## src/design/bgs_pkg.sv

```systemverilog
`timescale 1ns / 1ps
// Shared types, constants and the charge percentage function of the battery gauge sequencer.
package bgs_pkg;

	localparam int VOLT_BITS_DEF = 15;
	localparam int ADC_W = 12;
	localparam int MV_W = 15;
	localparam int PCT_W = 7;
	localparam int GAIN_W = 16;
	localparam int OFS_W = 17;
	localparam int PROD_W = 29;
	localparam int CAL_W = 17;

	// Q4.12 calibration gains and Q5.12 offsets
	localparam logic [GAIN_W-1:0] STD_GAIN = 16'd34873;
	localparam logic [OFS_W-1:0] STD_OFS = 17'd86835;
	localparam logic [GAIN_W-1:0] MINI_GAIN = 16'd13455;
	localparam logic [OFS_W-1:0] MINI_OFS = 17'd28262;

	localparam logic [CAL_W-1:0] STD_MIN_MV = 17'd3800;
	localparam logic [CAL_W-1:0] STD_MAX_MV = 17'd7000;
	localparam logic [CAL_W-1:0] MINI_MIN_MV = 17'd1800;
	localparam logic [CAL_W-1:0] MINI_MAX_MV = 17'd3800;
	localparam logic [CAL_W-1:0] STD_LOW_MV = 17'd4800;
	localparam logic [CAL_W-1:0] STD_CRIT_MV = 17'd4000;
	localparam logic [CAL_W-1:0] MINI_LOW_MV = 17'd2400;
	localparam logic [CAL_W-1:0] MINI_CRIT_MV = 17'd2000;

	localparam logic [MV_W-1:0] STD_PCT_BASE = 15'd4000;
	localparam logic [MV_W-1:0] STD_PCT_SPAN = 15'd2000;
	localparam logic [MV_W-1:0] MINI_PCT_BASE = 15'd2000;
	localparam logic [MV_W-1:0] MINI_PCT_SPAN = 15'd1000;
	localparam logic [PCT_W-1:0] PCT_FULL = 7'd100;
	// 205/1024 approximates one fifth exactly for quotients below 500
	localparam logic [7:0] FIFTH_Q10 = 8'd205;

	typedef enum logic [1:0] {
		PH_DETECT,
		PH_FMT,
		PH_WAIT,
		PH_MEAS
	} phase_t;

	typedef enum logic [2:0] {
		EV_ADC,
		EV_ERROR,
		EV_CRIT,
		EV_LOW,
		EV_UPDATE,
		EV_FORMAT
	} event_t;

	typedef enum logic [1:0] {
		FMT_UNKNOWN,
		FMT_STD,
		FMT_MINI
	} fmt_t;

	typedef struct packed {
		logic op;
		logic present;
		logic [ADC_W-1:0] adc;
		logic ok;
	} item_t;

	typedef struct packed {
		phase_t phase;
		fmt_t fmt;
		logic vok;
	} gauge_st_t;

	typedef struct packed {
		event_t ev;
		fmt_t fmt;
		logic [MV_W-1:0] mv;
		logic mv_ok;
		logic last;
	} res_t;

	function automatic logic [PCT_W-1:0] pct_of(fmt_t fmt, logic [MV_W-1:0] mv, logic ok);
		logic [MV_W-1:0] base;
		logic [MV_W-1:0] span;
		logic [MV_W-1:0] diff;
		logic [8:0] part;
		logic [16:0] prod;
		logic [PCT_W-1:0] pct;
		base = (fmt == FMT_MINI) ? MINI_PCT_BASE : STD_PCT_BASE;
		span = (fmt == FMT_MINI) ? MINI_PCT_SPAN : STD_PCT_SPAN;
		diff = mv - base;
		part = (fmt == FMT_MINI) ? diff[9:1] : diff[10:2];
		prod = 17'(part) * 17'(FIFTH_Q10);
		if (!ok || mv <= base) begin
			pct = '0;
		end else if (diff >= span) begin
			pct = PCT_FULL;
		end else begin
			pct = prod[16:10];
		end
		return pct;
	endfunction

endpackage

```

## src/design/bgs_pass.sv

```systemverilog
`timescale 1ns / 1ps
// Per-word sequencing logic: calibration, range checks, thresholds and next state.
module bgs_pass #(
	parameter int VOLT_BITS = bgs_pkg::VOLT_BITS_DEF
) (
	input bgs_pkg::item_t item,
	input bgs_pkg::gauge_st_t st,
	input logic [VOLT_BITS-1:0] volt,
	input logic [bgs_pkg::MV_W-1:0] low_ovr,
	input logic [bgs_pkg::MV_W-1:0] crit_ovr,
	output bgs_pkg::gauge_st_t st_nxt,
	output logic [VOLT_BITS-1:0] volt_nxt,
	output logic no_res,
	output logic [1:0] n_res,
	output bgs_pkg::res_t res0,
	output bgs_pkg::res_t res1
);
	import bgs_pkg::*;

	localparam logic [CAL_W-1:0] VMAX = CAL_W'((1 << VOLT_BITS) - 1);

	logic mini;
	logic [GAIN_W-1:0] gain;
	logic [OFS_W-1:0] ofs;
	logic [PROD_W-1:0] sum;
	logic [CAL_W-1:0] raw;
	logic [CAL_W-1:0] v;
	logic [CAL_W-1:0] vmin;
	logic [CAL_W-1:0] vmax;
	logic [CAL_W-1:0] low;
	logic [CAL_W-1:0] crit;
	event_t ev0;

	always_comb begin
		mini = (st.phase == PH_MEAS) && (st.fmt == FMT_MINI);
		gain = mini ? MINI_GAIN : STD_GAIN;
		ofs = mini ? MINI_OFS : STD_OFS;
		sum = PROD_W'(item.adc) * PROD_W'(gain) + PROD_W'(ofs);
		raw = sum[PROD_W-1:12];
		v = (raw > VMAX) ? VMAX : raw;
		vmin = mini ? MINI_MIN_MV : STD_MIN_MV;
		vmax = mini ? MINI_MAX_MV : STD_MAX_MV;
		low = (low_ovr != '0) ? CAL_W'(low_ovr) : (mini ? MINI_LOW_MV : STD_LOW_MV);
		crit = (crit_ovr != '0) ? CAL_W'(crit_ovr) : (mini ? MINI_CRIT_MV : STD_CRIT_MV);

		st_nxt = st;
		volt_nxt = volt;
		n_res = 2'd0;
		ev0 = EV_ADC;

		case (st.phase)
			PH_DETECT: begin
				if (!item.op) begin
					st_nxt.fmt = FMT_UNKNOWN;
					n_res = 2'd1;
					if (item.present) begin
						st_nxt.phase = PH_FMT;
						ev0 = EV_ADC;
					end else begin
						ev0 = EV_ERROR;
					end
				end
			end
			PH_FMT: begin
				if (item.op) begin
					n_res = 2'd1;
					if (!item.ok) begin
						st_nxt.phase = PH_DETECT;
						ev0 = EV_ERROR;
					end else begin
						st_nxt.phase = PH_WAIT;
						st_nxt.fmt = (v > STD_MIN_MV && v < STD_MAX_MV) ? FMT_STD : FMT_MINI;
						ev0 = EV_FORMAT;
					end
				end
			end
			PH_WAIT: begin
				if (!item.op) begin
					st_nxt.phase = PH_MEAS;
					n_res = 2'd1;
					ev0 = EV_ADC;
				end
			end
			PH_MEAS: begin
				if (item.op) begin
					if (!item.ok || v < vmin || v > vmax) begin
						st_nxt.phase = PH_DETECT;
						st_nxt.vok = 1'b0;
						volt_nxt = '0;
						n_res = 2'd1;
						ev0 = EV_ERROR;
					end else begin
						st_nxt.phase = PH_WAIT;
						st_nxt.vok = 1'b1;
						volt_nxt = v[VOLT_BITS-1:0];
						if (v <= crit) begin
							n_res = 2'd2;
							ev0 = EV_CRIT;
						end else if (v <= low) begin
							n_res = 2'd2;
							ev0 = EV_LOW;
						end else begin
							n_res = 2'd1;
							ev0 = EV_UPDATE;
						end
					end
				end
			end
			default: begin
				n_res = 2'd0;
			end
		endcase

		no_res = (st.phase == PH_DETECT || st.phase == PH_WAIT) ? item.op : !item.op;

		res0.ev = ev0;
		res0.fmt = st_nxt.fmt;
		res0.mv = MV_W'(volt_nxt);
		res0.mv_ok = st_nxt.vok;
		res0.last = (n_res == 2'd1);
		res1.ev = EV_UPDATE;
		res1.fmt = st_nxt.fmt;
		res1.mv = MV_W'(volt_nxt);
		res1.mv_ok = st_nxt.vok;
		res1.last = 1'b1;
	end

endmodule

```

## src/design/battery_gauge_sequencer_unit.sv

```systemverilog
`timescale 1ns / 1ps
// Top level of the battery gauge sequencer: input register, sequencing state and result buffer.
// An input word is registered, then processed combinationally into a two-entry result buffer,
// which holds its first result. One word can be accepted every cycle while each word yields
// at most one result and the output side keeps up; a word that yields two results (a threshold
// event followed by update) holds the buffer until both are taken, as the output port delivers
// one result word per cycle while m_tready is high. Words that cause no result do not wait for
// buffer space. The low and critical thresholds are written through the APB port at byte
// addresses 0 and 4; the user must do so only while the unit is idle, as it is not enforced.
module battery_gauge_sequencer_unit #(
	parameter int VOLT_BITS = bgs_pkg::VOLT_BITS_DEF
) (
	input logic clk,
	input logic arst_n,
	input logic psel,
	input logic penable,
	input logic pwrite,
	input logic [2:0] paddr,
	input logic [31:0] pwdata,
	output logic [31:0] prdata,
	output logic pready,
	input logic s_tvalid,
	output logic s_tready,
	input logic [15:0] s_tdata, // pack_present, adc_mv[11:0], adc_ok, zero padding
	input logic s_tuser, // op
	output logic m_tvalid,
	input logic m_tready,
	output logic [31:0] m_tdata, // pack_format[1:0], pack_mv[14:0], pack_mv_ok,
	                             // charge_percent[6:0], zero padding
	output logic [2:0] m_tuser, // event_res
	output logic m_tlast
);
	import bgs_pkg::*;

	localparam logic REG_LOW = 1'b0;
	localparam logic REG_CRIT = 1'b1;

	logic [MV_W-1:0] low_ovr_q;
	logic [MV_W-1:0] crit_ovr_q;
	logic cfg_wr;

	item_t item_s1;
	logic valid_s1;
	logic in_take;
	logic adv;

	gauge_st_t st_q;
	gauge_st_t st_nxt;
	logic [VOLT_BITS-1:0] volt_q;
	logic [VOLT_BITS-1:0] volt_nxt;
	logic no_res;
	logic [1:0] n_res;
	res_t res0;
	res_t res1;

	res_t buf_q [2];
	logic [1:0] cnt_q;
	logic out_take;
	logic space;

	// Configuration registers
	assign pready = 1'b1;
	assign cfg_wr = psel && penable && pwrite && pready;
	assign prdata = (paddr[2] == REG_CRIT) ? 32'(crit_ovr_q) : 32'(low_ovr_q);

	always_ff @(posedge clk or negedge arst_n) begin
		if (!arst_n) begin
			low_ovr_q <= '0;
			crit_ovr_q <= '0;
		end else if (cfg_wr) begin
			if (paddr[2] == REG_LOW) begin
				low_ovr_q <= pwdata[MV_W-1:0];
			end else begin
				crit_ovr_q <= pwdata[MV_W-1:0];
			end
		end
	end

	// Input register
	assign out_take = m_tvalid && m_tready;
	assign space = (cnt_q == 2'd0) || (cnt_q == 2'd1 && out_take);
	assign adv = valid_s1 && (no_res || space);
	assign s_tready = !valid_s1 || adv;
	assign in_take = s_tvalid && s_tready;

	always_ff @(posedge clk or negedge arst_n) begin
		if (!arst_n) begin
			valid_s1 <= 1'b0;
		end else if (in_take) begin
			valid_s1 <= 1'b1;
		end else if (adv) begin
			valid_s1 <= 1'b0;
		end
	end

	always_ff @(posedge clk) begin
		if (in_take) begin
			item_s1.op <= s_tuser;
			item_s1.present <= s_tdata[0];
			item_s1.adc <= s_tdata[12:1];
			item_s1.ok <= s_tdata[13];
		end
	end

	bgs_pass #(
		.VOLT_BITS(VOLT_BITS)
	) u_pass (
		.item(item_s1),
		.st(st_q),
		.volt(volt_q),
		.low_ovr(low_ovr_q),
		.crit_ovr(crit_ovr_q),
		.st_nxt(st_nxt),
		.volt_nxt(volt_nxt),
		.no_res(no_res),
		.n_res(n_res),
		.res0(res0),
		.res1(res1)
	);

	// Sequencing state
	always_ff @(posedge clk or negedge arst_n) begin
		if (!arst_n) begin
			st_q <= '{phase: PH_DETECT, fmt: FMT_UNKNOWN, vok: 1'b0};
			volt_q <= '0;
		end else if (adv) begin
			st_q <= st_nxt;
			volt_q <= volt_nxt;
		end
	end

	// Result buffer; new results are loaded only when it is empty after this cycle
	always_ff @(posedge clk or negedge arst_n) begin
		if (!arst_n) begin
			cnt_q <= 2'd0;
		end else if (adv && n_res != 2'd0) begin
			cnt_q <= n_res;
		end else if (out_take) begin
			cnt_q <= cnt_q - 2'd1;
		end
	end

	always_ff @(posedge clk) begin
		if (adv && n_res != 2'd0) begin
			buf_q[0] <= res0;
			buf_q[1] <= res1;
		end else if (out_take) begin
			buf_q[0] <= buf_q[1];
		end
	end

	assign m_tvalid = (cnt_q != 2'd0);
	assign m_tuser = buf_q[0].ev;
	assign m_tlast = buf_q[0].last;
	assign m_tdata = {7'd0, pct_of(buf_q[0].fmt, buf_q[0].mv, buf_q[0].mv_ok),
		buf_q[0].mv_ok, buf_q[0].mv, buf_q[0].fmt};

	// A cleared measurement always leaves a zero voltage behind.
	a_volt_cleared : assert property (@(posedge clk) disable iff (!arst_n)
		!st_q.vok |-> volt_q == '0)
		else $error("voltage register holds a value without a valid measurement");

	// The detect phase is only reached with no valid measurement held.
	a_detect_no_volt : assert property (@(posedge clk) disable iff (!arst_n)
		st_q.phase == PH_DETECT |-> !st_q.vok)
		else $error("valid measurement held in the detect phase");

	// With two results buffered, only the second closes the word.
	a_pair_last : assert property (@(posedge clk) disable iff (!arst_n)
		cnt_q == 2'd2 |-> !buf_q[0].last && buf_q[1].last && buf_q[1].ev == EV_UPDATE)
		else $error("result pair has wrong last marking");

	// The buffer never holds more than two results.
	a_cnt_range : assert property (@(posedge clk) disable iff (!arst_n)
		cnt_q != 2'd3)
		else $error("result buffer count out of range");

endmodule
```

## config.mk

```make
export PLATFORM = sky130hd
export DESIGN_NAME = battery_gauge_sequencer_unit
export DESIGN_NICKNAME = d
export VERILOG_FILES = /design/src/design/bgs_pkg.sv /design/src/design/bgs_pass.sv /design/src/design/battery_gauge_sequencer_unit.sv
export SDC_FILE = /design/constraint.sdc
export NUM_CORES = 1
export LEC_CHECK = 0
export ABC_AREA = 1
export ABC_CLOCK_PERIOD_IN_PS = 10700
export BUFFER_PORTS_ARGS = -buffer_cell sky130_fd_sc_hd__buf_2
export CORE_MARGIN = 8
export CORE_UTILIZATION = 57
export CTS_CLUSTER_DIAMETER = 40
export DETAILED_ROUTE_END_ITERATION = 10
export PLACE_DENSITY = 0.77
export SKIP_CTS_REPAIR_TIMING = 1
export SKIP_LAST_GASP = 1
export SYNTH_ARGS = -nofsm -noshare
export SYNTH_HDL_FRONTEND = slang
export SYNTH_SLANG_ARGS = --single-unit
```

## constraint.sdc

```tcl
create_clock -name clk -period 10.7 [get_ports clk]
set_clock_uncertainty 0.15 [all_clocks]
set_input_delay 2.14 -clock clk [delete_from_list [all_inputs] [get_ports clk]]
set_output_delay 2.14 -clock clk [all_outputs]
set_load 0.05 [all_outputs]
```

==> metrics.json <==
{
  "finalMaxSlewViolations": {"value": 0},
  "yosysWarnings": {"value": 0},
  "buffer_ports.inserted": {"value": 83},
  "setup.worst_path.start_class": {"value": "flip-flop"},
  "synthesis.area_per_instance": {"value": 8.152, "unit": "µm²"},
  "synth_cell_type_count": {"value": 52},
  "wl": {"value": 29.35, "unit": "mm"},
  "grt-ovfl-total": {"value": 0},
  "area_delta_synth_final": {"value": 7.097, "unit": "%"},
  "worst_hold_path_type": {"value": "reg2reg"},
  "path_max_fanout": {"value": 23},
  "sequential_cell_area": {"value": 0.002978, "unit": "mm²"},
  "vias_per_cell": {"value": 5.309},
  "number_of_h_tree_levels": {"value": 3},
  "grt_setup_unrepaired": {"value": "false"},
  "place.gp.congestion": {"value": 0.9312},
  "detailedPlacementHpwl": {"value": 24.54, "unit": "mm"},
  "cts-root-to-sink-buffers": {"value": 2},
  "clock_insertion_delay_worst_skew": {"value": 0.37, "unit": "ns"},
  "fraction_of_final_layout_cells_with_drive_strength_greater_than_1": {"value": 9.741, "unit": "%"},
  "die_x": {"value": 166.5, "unit": "µm"},
  "floorplan.io_pins": {"value": 130},
  "run_status": {"value": "finished clean"},
  "timing.critical_path.mode_cell": {"value": "inv_1"},
  "cts_buffers": {"value": 9},
  "ys_seq_area_share": {"value": 23.08, "unit": "%"},
  "longest_individual_stage_delay_on_the_worst_path": {"value": 0.56, "unit": "ns"},
  "tightest_slew": {"value": 0.9474, "unit": "ns"},
  "worst-endpoint-arrival": {"value": 9.39, "unit": "ns"},
  "synthArstFlopShare": {"value": 49.07, "unit": "%"},
  "coreArea": {"value": 0.02243, "unit": "mm²"},
  "tritoncts": {"value": "yes"},
  "floorplan.die_area": {"value": 0.02771, "unit": "mm²"},
  "crit_path_top_delay_cell": {"value": "inv_1"},
  "netlist_top_cells_area": {"value": "ha_1, fa_1, edfxtp_1"},
  "ff2ff_setup_slack": {"value": 1.16, "unit": "ns"},
  "area_used_by_multi_input_combinational_logic": {"value": 0.008453, "unit": "mm²"},
  "synth_seq_cells": {"value": 108},
  "worstRegToRegCells": {"value": 48},
  "drt-initial-drc-count": {"value": 633},
  "largest_net_degree_at_the_start_of_global_routing": {"value": 54},
  "slew_headroom": {"value": 36.26, "unit": "%"},
  "via_count_of_the_first_global_routing_pass": {"value": 10560},
  "post_synth_inst_count": {"value": 1583},
  "syn-cell-area": {"value": 0.01290, "unit": "mm²"},
  "cap_violations": {"value": 0},
  "layout.cells.most_common_list": {"value": "inv_1, nand2_1, ha_1"},
  "initial_core_util": {"value": 57.52, "unit": "%"},
  "timing.rr.end": {"value": "buf_q[1][18]"},
  "met2WireLength": {"value": 13.61, "unit": "mm"},
  "worst_setup_path_endpoint": {"value": "buf_q[1][18]"},
  "synth_area_leader_cell": {"value": "ha_1"},
  "highest_metal_layer_with_signal_wires": {"value": "met4"},
  "row_count": {"value": 55},
  "path_clk_slew": {"value": 0.08, "unit": "ns"},
  "cp-end-kind": {"value": "flip-flop"},
  "final_common_cell": {"value": "inv_1"},
  "final.period_utilization": {"value": 89.18, "unit": "%"},
  "die_height": {"value": 166.5, "unit": "µm"},
  "postSynth.topFlopCell": {"value": "edfxtp_1"},
  "num-fill-cells": {"value": 1970},
  "detailedRoute.firstPassIterationCount": {"value": 5},
  "cp-startpoint": {"value": "st_q[4]"},
  "setup_tns": {"value": 0, "unit": "ns"},
  "setup-violations-final": {"value": 0},
  "first_pass_grt_wire_length": {"value": 50.06, "unit": "mm"},
  "via_count": {"value": 10340},
  "count_of_nets_after_finishing": {"value": 2017},
  "remaining_drc_errors": {"value": 0},
  "synthDominantCellAreaShare": {"value": 18.91, "unit": "%"},
  "antenna_cells_inserted": {"value": 0},
  "global_route.usage.total": {"value": 21.74, "unit": "%"},
  "post_route_met1_wirelength": {"value": 13.57, "unit": "mm"},
  "critPathKind": {"value": "reg2reg"},
  "route.met3.wl": {"value": 1.601, "unit": "mm"},
  "report.final.hold_viol_count": {"value": 0},
  "ant_nets": {"value": 0},
  "regToRegStartpoint": {"value": "st_q[4]"},
  "antenna_found_initial": {"value": 0},
  "wl_per_cell": {"value": 15.07, "unit": "µm"},
  "synth_enable_flop_cells": {"value": 55},
  "fmaxAchievable": {"value": 104.8, "unit": "MHz"},
  "critPathRequiredTime": {"value": 10.54, "unit": "ns"},
  "clock_sink_count": {"value": 108},
  "clockRootBuffer": {"value": "clkbuf_16"},
  "post-route-min-period": {"value": 9.542, "unit": "ns"}
}
[sequential cells by signal, indices dropped and copies added, names as in the netlist]
name	flops
buf_q	40
volt_q	15
low_ovr_q	15
crit_ovr_q	15
st_q	5
valid_s1	1
cnt_q	2
item_s1	15
[per-layer routing]
metal | vias up | GRT usage, %
li1 | 5122 | -
met1 | 4855 | 29.25
met2 | 321 | 36.17
met3 | 43 | 3.333
met4 | 0 | 5.680
met5 | - | 0
[layout make-up]
cell class | count | share of cell area [%]
clock buffers | 9 | 1.630
clock inverters | 7 | 0.5703
inverters | 334 | 9.071
multi-input cells | 1114 | 61.16
flip-flops and latches | 108 | 21.55
well taps | 285 | 2.580
repair buffers | 91 | 3.440
[worst min path at each step]
stage	end	cells past startpoint	from	slack, ns
2_1_floorplan	low_ovr_q[10]	2	low_ovr_q[10]	0.30
3_3_place_gp	low_ovr_q[3]	2	low_ovr_q[3]	0.32
3_5_place_dp	low_ovr_q[4]	2	low_ovr_q[4]	0.33
4_1_cts	low_ovr_q[10]	2	low_ovr_q[10]	0.35
5_1_grt	st_q[2]	2	st_q[2]	0.39
6_report	low_ovr_q[10]	2	low_ovr_q[10]	0.34
[worst max-delay path: cells and delay by family, from the launching register on]
kind	cells	cell delay, ns
buffers and inverters	11	1.43
AOI/OAI and AO/OA	2	0.30
DFF	1	0.43
adders and majority gates	7	2.98
and+or+nand+nor	28	3.84
[logic make-up (layout without fill, tap and decap cells)]
kind of cell / after synthesis / after routing / share of synthesized area [%]
AOI/OAI and AO/OA: 212 / 212 / 9.395
xor gates and xnor gates: 19 / 19 / 1.290
adders and majority gates: 300 / 300 / 35.19
buffers and inverters: 395 / 441 / 12.45
DFF: 108 / 108 / 23.08
other: 2 / 36 / 0.05820
and+or+nand+nor: 547 / 547 / 18.54
[cell usage after synthesis, types with 3 or more instances]
cell / n
nand3_2: 5
inv_1: 325
nor4_1: 8
a21o_1: 4
a21oi_1: 55
nand3b_1: 6
nand4_1: 10
edfxtp_1: 55
or2_2: 6
fa_1: 105
nand2_4: 5
nor2_1: 113
a31oi_1: 4
and3_1: 3
o21ai_1: 7
nand2_1: 297
nand3_1: 58
nor3_1: 11
nand2_2: 14
o22ai_2: 8
ha_1: 195
a21boi_0: 7
buf_4: 28
xnor2_1: 8
o21ai_0: 110
clkinv_1: 3
dfrtp_1: 53
nor2_2: 3
clkbuf_1: 30
inv_2: 6
o21a_1: 4
xor2_1: 11
[stage by stage]
step                cell area [µm²]  std cells  utilization (%)  hold WS, ns  setup slack [ns]
floorplan                     13030       1617                -       0.3030             1.419
global placement              13520       1932            60.25       0.3205             1.448
detailed placement            13520       1932            60.25       0.3288             1.313
CTS                           13820       1948            61.61       0.3463             1.270
global route                  13820       1948            61.61       0.3858            0.3995
finish                        13820       1948            61.61       0.3447             1.158
Power is left out: the tool's default activity adds up to more than one toggle a clock period on the data nets, which glitch-free logic cannot reach.
